[src/rtl/lsmth_pkg.sv]
package lsmth_pkg;

	localparam int KIND_W  = 2;
	localparam int VALUE_W = 32;
	localparam int POS_W   = 6;
	localparam int CMP_W   = 7;
	localparam int OUT_W   = 16;

	localparam logic [KIND_W-1:0] KIND_CLEAR  = 2'd0;
	localparam logic [KIND_W-1:0] KIND_APPEND = 2'd1;
	localparam logic [KIND_W-1:0] KIND_SEARCH = 2'd2;

	typedef struct packed {
		logic [CMP_W-1:0] comparisons;
		logic [POS_W-1:0] position;
		logic             found;
	} result_t;

endpackage

[src/rtl/lsmth_ram.sv]
module lsmth_ram #(
	parameter int WIDTH = 32,
	parameter int DEPTH = 64
) (
	input  logic                     clk,
	input  logic                     we,
	input  logic [$clog2(DEPTH)-1:0] waddr,
	input  logic [WIDTH-1:0]         wdata,
	input  logic [$clog2(DEPTH)-1:0] raddr,
	output logic [WIDTH-1:0]         rdata
);

	logic [WIDTH-1:0] mem_q [DEPTH];

	always_ff @(posedge clk) begin
		if (we) begin
			mem_q[waddr] <= wdata;
		end
		rdata <= mem_q[raddr];
	end

endmodule

[src/rtl/linear_search_move_to_head_core.sv]
// Channel | Dir | Handshake          | Payload (lowest bit first)
// s       | in  | s_tvalid, s_tready | tdata: value[31:0]; tuser: kind[1:0]
// m       | out | m_tvalid, m_tready | tdata: found, position[5:0], comparisons[6:0], 2 zero bits
//
// Clear and append are done in ST_IDLE and give no item.
// A search reads one entry per cycle from the table RAM in ST_SCAN; on a hit away from
// entry 0 it then writes the swap back in ST_SWAP0 and ST_SWAP1.
// arst_n empties the table and drops any pending result; RAM contents are left as they are.
// A finished search result waits in the output register; s_tready stays low while a search
// result cannot be placed there.
module linear_search_move_to_head_core #(
	parameter int DEPTH = 64
) (
	input  logic        clk,
	input  logic        arst_n,
	input  logic        s_tvalid,
	output logic        s_tready,
	input  logic [31:0] s_tdata,  // value[31:0]
	input  logic [1:0]  s_tuser,  // kind[1:0]
	output logic        m_tvalid,
	input  logic        m_tready,
	output logic [15:0] m_tdata   // found, position[5:0], comparisons[6:0], zero[1:0]
);

	localparam int AW = $clog2(DEPTH);
	localparam int CW = $clog2(DEPTH + 1);

	localparam logic [2:0] ST_IDLE  = 3'd0;
	localparam logic [2:0] ST_SCAN  = 3'd1;
	localparam logic [2:0] ST_SWAP0 = 3'd2;
	localparam logic [2:0] ST_SWAP1 = 3'd3;
	localparam logic [2:0] ST_DONE  = 3'd4;

	logic [2:0]                          state_q;
	logic [CW-1:0]                       count_q;
	logic                                m_valid_q;
	logic [lsmth_pkg::VALUE_W-1:0]       key_q;
	logic [lsmth_pkg::VALUE_W-1:0]       head_q;
	logic [CW-1:0]                       n_q;
	logic [CW-1:0]                       rd_idx_q;
	logic [CW-1:0]                       chk_idx_q;
	logic [AW-1:0]                       hit_idx_q;
	lsmth_pkg::result_t                  res_q;
	lsmth_pkg::result_t                  m_res_q;

	logic                                accept;
	logic                                out_free;
	logic                                match;
	logic                                last;
	logic [CW-1:0]                       chk_next;
	logic [31:0]                         hit_pos_w;
	logic [31:0]                         hit_cmp_w;
	logic [31:0]                         miss_cmp_w;

	logic                                ram_we;
	logic [AW-1:0]                       ram_waddr;
	logic [lsmth_pkg::VALUE_W-1:0]       ram_wdata;
	logic [AW-1:0]                       ram_raddr;
	logic [lsmth_pkg::VALUE_W-1:0]       ram_rdata;

	assign s_tready   = (state_q == ST_IDLE);
	assign accept     = s_tvalid && s_tready;
	assign out_free   = !m_valid_q || m_tready;
	assign match      = (ram_rdata == key_q);
	assign chk_next   = chk_idx_q + CW'(1);
	assign last       = (chk_next == n_q);
	assign hit_pos_w  = 32'(chk_idx_q);
	assign hit_cmp_w  = 32'(chk_next);
	assign miss_cmp_w = 32'(n_q);

	assign m_tvalid = m_valid_q;
	assign m_tdata  = {2'b00, m_res_q.comparisons, m_res_q.position, m_res_q.found};

	always_comb begin
		ram_we    = 1'b0;
		ram_waddr = count_q[AW-1:0];
		ram_wdata = s_tdata;
		ram_raddr = rd_idx_q[AW-1:0];
		unique case (state_q)
			ST_IDLE: begin
				ram_raddr = '0;
				if (accept && s_tuser == lsmth_pkg::KIND_APPEND && count_q < CW'(DEPTH)) begin
					ram_we = 1'b1;
				end
			end
			ST_SWAP0: begin
				ram_we    = 1'b1;
				ram_waddr = hit_idx_q;
				ram_wdata = head_q;
			end
			ST_SWAP1: begin
				ram_we    = 1'b1;
				ram_waddr = '0;
				ram_wdata = key_q;
			end
			default: begin
			end
		endcase
	end

	lsmth_ram #(
		.WIDTH(lsmth_pkg::VALUE_W),
		.DEPTH(DEPTH)
	) u_ram (
		.clk  (clk),
		.we   (ram_we),
		.waddr(ram_waddr),
		.wdata(ram_wdata),
		.raddr(ram_raddr),
		.rdata(ram_rdata)
	);

	always_ff @(posedge clk or negedge arst_n) begin
		if (!arst_n) begin
			state_q   <= ST_IDLE;
			count_q   <= '0;
			m_valid_q <= 1'b0;
		end else begin
			unique case (state_q)
				ST_IDLE: begin
					if (accept) begin
						unique case (s_tuser)
							lsmth_pkg::KIND_CLEAR: count_q <= '0;
							lsmth_pkg::KIND_APPEND: begin
								if (count_q < CW'(DEPTH)) begin
									count_q <= count_q + CW'(1);
								end
							end
							lsmth_pkg::KIND_SEARCH: begin
								state_q <= (count_q == '0) ? ST_DONE : ST_SCAN;
							end
							default: begin
							end
						endcase
					end
				end
				ST_SCAN: begin
					if (match) begin
						state_q <= (chk_idx_q == '0) ? ST_DONE : ST_SWAP0;
					end else if (last) begin
						state_q <= ST_DONE;
					end
				end
				ST_SWAP0: state_q <= ST_SWAP1;
				ST_SWAP1: state_q <= ST_DONE;
				ST_DONE: begin
					if (out_free) begin
						state_q <= ST_IDLE;
					end
				end
				default: state_q <= ST_IDLE;
			endcase

			if (state_q == ST_DONE && out_free) begin
				m_valid_q <= 1'b1;
			end else if (m_tready) begin
				m_valid_q <= 1'b0;
			end
		end
	end

	always_ff @(posedge clk) begin
		if (state_q == ST_IDLE && accept) begin
			key_q     <= s_tdata;
			n_q       <= count_q;
			rd_idx_q  <= CW'(1);
			chk_idx_q <= '0;
			res_q     <= '0;
		end
		if (state_q == ST_SCAN) begin
			if (chk_idx_q == '0) begin
				head_q <= ram_rdata;
			end
			if (match) begin
				res_q.found       <= 1'b1;
				res_q.position    <= hit_pos_w[lsmth_pkg::POS_W-1:0];
				res_q.comparisons <= hit_cmp_w[lsmth_pkg::CMP_W-1:0];
				hit_idx_q         <= chk_idx_q[AW-1:0];
			end else if (last) begin
				res_q.found       <= 1'b0;
				res_q.position    <= '0;
				res_q.comparisons <= miss_cmp_w[lsmth_pkg::CMP_W-1:0];
			end
			rd_idx_q  <= rd_idx_q + CW'(1);
			chk_idx_q <= chk_next;
		end
		if (state_q == ST_DONE && out_free) begin
			m_res_q <= res_q;
		end
	end

endmodule

[config.mk]
export PLATFORM = sky130hd
export DESIGN_NAME = linear_search_move_to_head_core
export DESIGN_NICKNAME = d
export VERILOG_FILES = /design/src/rtl/lsmth_pkg.sv /design/src/rtl/lsmth_ram.sv /design/src/rtl/linear_search_move_to_head_core.sv
export SDC_FILE = /design/constraint.sdc
export NUM_CORES = 2
export LEC_CHECK = 0
export ABC_AREA = 1
export BUFFER_PORTS_ARGS = -buffer_cell sky130_fd_sc_hd__buf_2
export CELL_PAD_IN_SITES_DETAIL_PLACEMENT = 1
export CELL_PAD_IN_SITES_GLOBAL_PLACEMENT = 1
export CORE_ASPECT_RATIO = 0.8
export CORE_UTILIZATION = 50
export CTS_CLUSTER_DIAMETER = 120
export DETAILED_ROUTE_END_ITERATION = 6
export GPL_TIMING_DRIVEN = 0
export PLACE_DENSITY_LB_ADDON = 0.3
export REMOVE_ABC_BUFFERS = 1
export SETUP_SLACK_MARGIN = 0.02
export SLEW_MARGIN = 20
export SYNTH_ARGS = -nofsm -noshare
export SYNTH_HDL_FRONTEND = slang
export SYNTH_SLANG_ARGS = --single-unit
[constraint.sdc]
create_clock -name clk -period 7.3 [get_ports clk]
set_input_delay 1.46 -clock clk [delete_from_list [all_inputs] [get_ports clk]]
set_output_delay 1.46 -clock clk [all_outputs]
set_load 0.05 [all_outputs]
==> metrics.md <==
| Metric | Value |
|---|---|
| Hold Buf Count CTS | 0 |
| Worst setup SP type | register |
| First-pass GRT wire length | 477000 µm |
| Final Instance Count excl. Fillers | 11500 |
| WL/cell | 28.4 µm |
| Met3 GRT Util | 6.55% |
| Number of synthesized register bits | 2209 |
| CP max FO | 109 |
| Arr. time, crit path | 7.69 ns |
| Setup CP Type | register to register |
| Power per standard cell area | 394 nW/µm² |
| Post_cts resized | 0 |
| Fin Hold WS | 0.431 ns |
| Maxcap violations | 0 |
| Global route hottest layer | met2 |
| Dpl ws | 0.697 ns |
| Final Util | 58.3% |
| DRT antenna net count | 0 |
| Post-synth top area cell | edfxtp_1 |
| Port bufs | 53 |
| Layout cell share with drive strength beyond 1 | 9.24% |
| Routed vias/inst | 6.19 |
| Tot Pwr | 43.1 mW |
| Vias | 70900 |
| CP required | 8.00 ns |
| Fin worst setup slack | 0.308 ns |
| Number of synthesized flops with an enable pin | 2152 |
| GPL Wtd Cong | 0.841 |
| DRC viols | 0 |
| CTS tree | done |
| DIE WIDTH | 489 µm |
| Max-slew violations | 0 |
| Drt total wl | 325000 µm |
| Worst skew pair latency | 0.85 ns |
| # clock sinks | 2209 |
| GRT Total Usage | 33.7% |
| GRT met1 Usage | 44.0% |
| Worst min-delay path category | register to register |
| Fmax | 143 MHz |
| Status | completed |
| Worst-path clk slew | 0.07 ns |
| Total CTS buffers | 209 |
| GR Overflow Total | 0 |
| Met2 usage | 54.7% |
| Largest net degree at the start of global routing | 110 |
| Placeable Area | 188000 µm² |
| Ys flop type | edfxtp_1 |
| Clk_skew | 0.0197 ns |
| Antenna violations before repair | 11 |
| Layout Nets | 8801 |
| Final Critical Period | 6.99 ns |
| Pleak | 42.5 nW |
| Count of final setup violators | 0 |
| Unique masters post-synth | 37 |
| Final Hold Viols | 0 |
| Pre-antenna DRT Iters | 6 |
| VDD IR max | 0.455 mV |
| # fillers | 19300 |
| Cells after DPL | 11100 |
| Num ports | 56 |
| Critical Path Sink Type | register |
| Syn Inst Count | 8688 |
| Worst-margin pin slew | 1.12 ns |
| Dominant cells by area after synthesis | edfxtp_1 (68%), nand3_1 (12%), nand2_1 (8.8%) |
| Fin area | 110000 µm² |
| Post-Syn Area | 95100 µm² |
| Htree depth | 4 |
| Area Overhead vs Synth | 15.2% |
| Detail Placement HPWL | 200000 µm |
| Area after DPL | 103000 µm² |
| Drt initial violations | 8765 |
| Syn avg cell area | 10.9 µm² |
| Clock Tree Buf Depth | 3 |
| Tcrit/Tclk final | 95.8% |
| Site Rows | 142 |
| Relative slew slack | 25.1% |
| RSZ-0062 raised after global routing | no |
| Sequential fraction of the synthesis area | 69.2% |
| Vias in the first global route | 74000 |
| Setup repair bufs after CTS | 0 |
| Die Y | 392 µm |
| Sum Neg Setup Slack | 0 ns |
| Die area | 192000 µm² |
| Top cell type's share of synthesized area | 68.0% |
| Post-synth ARST share | 0.498% |
| Syn. warnings | 0 |
| Root buffer cell | clkbuf_16 |
| Starting Density | 50.6% |
## final timing paths
| kind | startpoint | slack, ns | cells after the start | end |
|---|---|---|---|---|
| worst min register to register | res_q[4] | 0.43 | 0 | m_tdata[4] |
| worst min-delay path | res_q[4] | 0.43 | 0 | m_tdata[4] |
| min in group asynchronous | arst_n | 0.50 | 1 | count_q[1] |
| max in group asynchronous | arst_n | 6.55 | 1 | state_q[0] |
| worst max-delay path | state_q[0] | 0.31 | 19 | u_ram.rdata[30] |
| worst max register to register | state_q[0] | 0.31 | 19 | u_ram.rdata[30] |
## kinds of logic (layout without fill, tap and decap cells)
kind of cell / after synthesis / after routing / share of synthesized area, %
xor+xnor: 26 / 26 / 0.240
compound gates: 47 / 47 / 0.321
other cells: 1 / 9 / 0.00395
simple gates: 5000 / 5000 / 24.3
flops: 2209 / 2209 / 69.2
fa+ha+maj: 5 / 5 / 0.0658
buf+inv: 1400 / 1636 / 5.87
## flip-flops by register name, indices dropped and copies added (netlist names)
signal / count
u_ram.mem_q: 2048
head_q: 32
key_q: 32
u_ram.rdata: 32
m_tdata: 14
res_q: 14
chk_idx_q: 7
count_q: 7
n_q: 7
hit_idx_q: 6
rd_idx_q: 6
state_q: 3
m_tvalid: 1
## where the power goes
part | leakage (nW) | internal [mW] | switching (mW)
Clock | 3.17 | 5.88 | 4.84
Combinational | 19.4 | 5.04 | 12.7
Sequential | 19.9 | 14.3 | 0.303
Total | 42.5 | 25.2 | 17.9
## worst max-delay path, stage by stage, from the launching register on
cell	delay [ns]
dfrtp_2	0.67
nor2_1	0.47
nand2_8	0.41
buf_16	0.39
buf_16	0.29
buf_16	0.29
buf_16	0.30
nand2_8	0.43
buf_16	0.34
buf_16	0.37
buf_16	0.34
buf_16	0.40
buf_16	0.41
nand2_1	0.15
nand3_1	0.12
nand3_1	0.12
nand3_1	0.14
nand3_1	0.28
nand3_1	0.21
nand2_1	0.08
## cell type report
type	instances	area, µm²	area share (%)
clock inverter	100	830	0.757
sequential	2209	65800	60.1
timing repair buffer	433	6490	5.93
tap	2520	3150	2.88
inverter	825	3130	2.86
clock buffer	278	5630	5.14
antenna	7	17.5	0.0160
multi-input combinational	5080	24400	22.3
## placed cells by master (no fill, tap or decap), types with 4 or more instances in the layout
| master | count |
|---|---|
| nor2_4 | 62 |
| nor2_1 | 52 |
| dfxtp_1 | 46 |
| clkbuf_1 | 59 |
| o211ai_1 | 15 |
| inv_1 | 813 |
| clkinv_2 | 36 |
| ha_1 | 5 |
| nor4_2 | 6 |
| diode_2 | 7 |
| nand4_1 | 16 |
| a22oi_1 | 6 |
| nor3_1 | 6 |
| clkbuf_8 | 6 |
| nand3_1 | 2237 |
| edfxtp_1 | 2152 |
| buf_16 | 107 |
| inv_2 | 7 |
| bufinv_16 | 14 |
| xor2_1 | 9 |
| buf_12 | 79 |
| buf_2 | 91 |
| o21ai_0 | 11 |
| nand3b_1 | 358 |
| nand3_4 | 17 |
| buf_6 | 5 |
| nand2_8 | 4 |
| clkinv_1 | 41 |
| clkbuf_16 | 213 |
| dfrtp_1 | 10 |
| buf_8 | 43 |
| buf_4 | 108 |
| nand2_1 | 2223 |
| inv_6 | 7 |
| a21oi_1 | 6 |
| xnor2_1 | 17 |
| nor2_2 | 5 |
## synth_stat cells, types with 5 or more instances
cell / instances
a21oi_1: 6
a22oi_1: 6
buf_1: 81
buf_2: 231
buf_4: 5
clkbuf_1: 256
dfrtp_1: 11
dfxtp_1: 46
edfxtp_1: 2152
ha_1: 5
inv_1: 816
inv_2: 9
nand2_1: 2223
nand2_2: 5
nand3_1: 2254
nand3b_1: 358
nand4_1: 16
nor2_1: 115
nor3_1: 8
nor4_1: 8
o211ai_1: 15
o21ai_0: 11
xnor2_1: 17
xor2_1: 9
## per-layer routing
layer | vias to the layer above | part of all wire, %
li1 | 30000 | -
met1 | 36100 | 38
met2 | 3907 | 48
met3 | 877 | 9.5
met4 | 4 | 4.7
met5 | - | 0.0095
(Power assumes the default switching activity.)
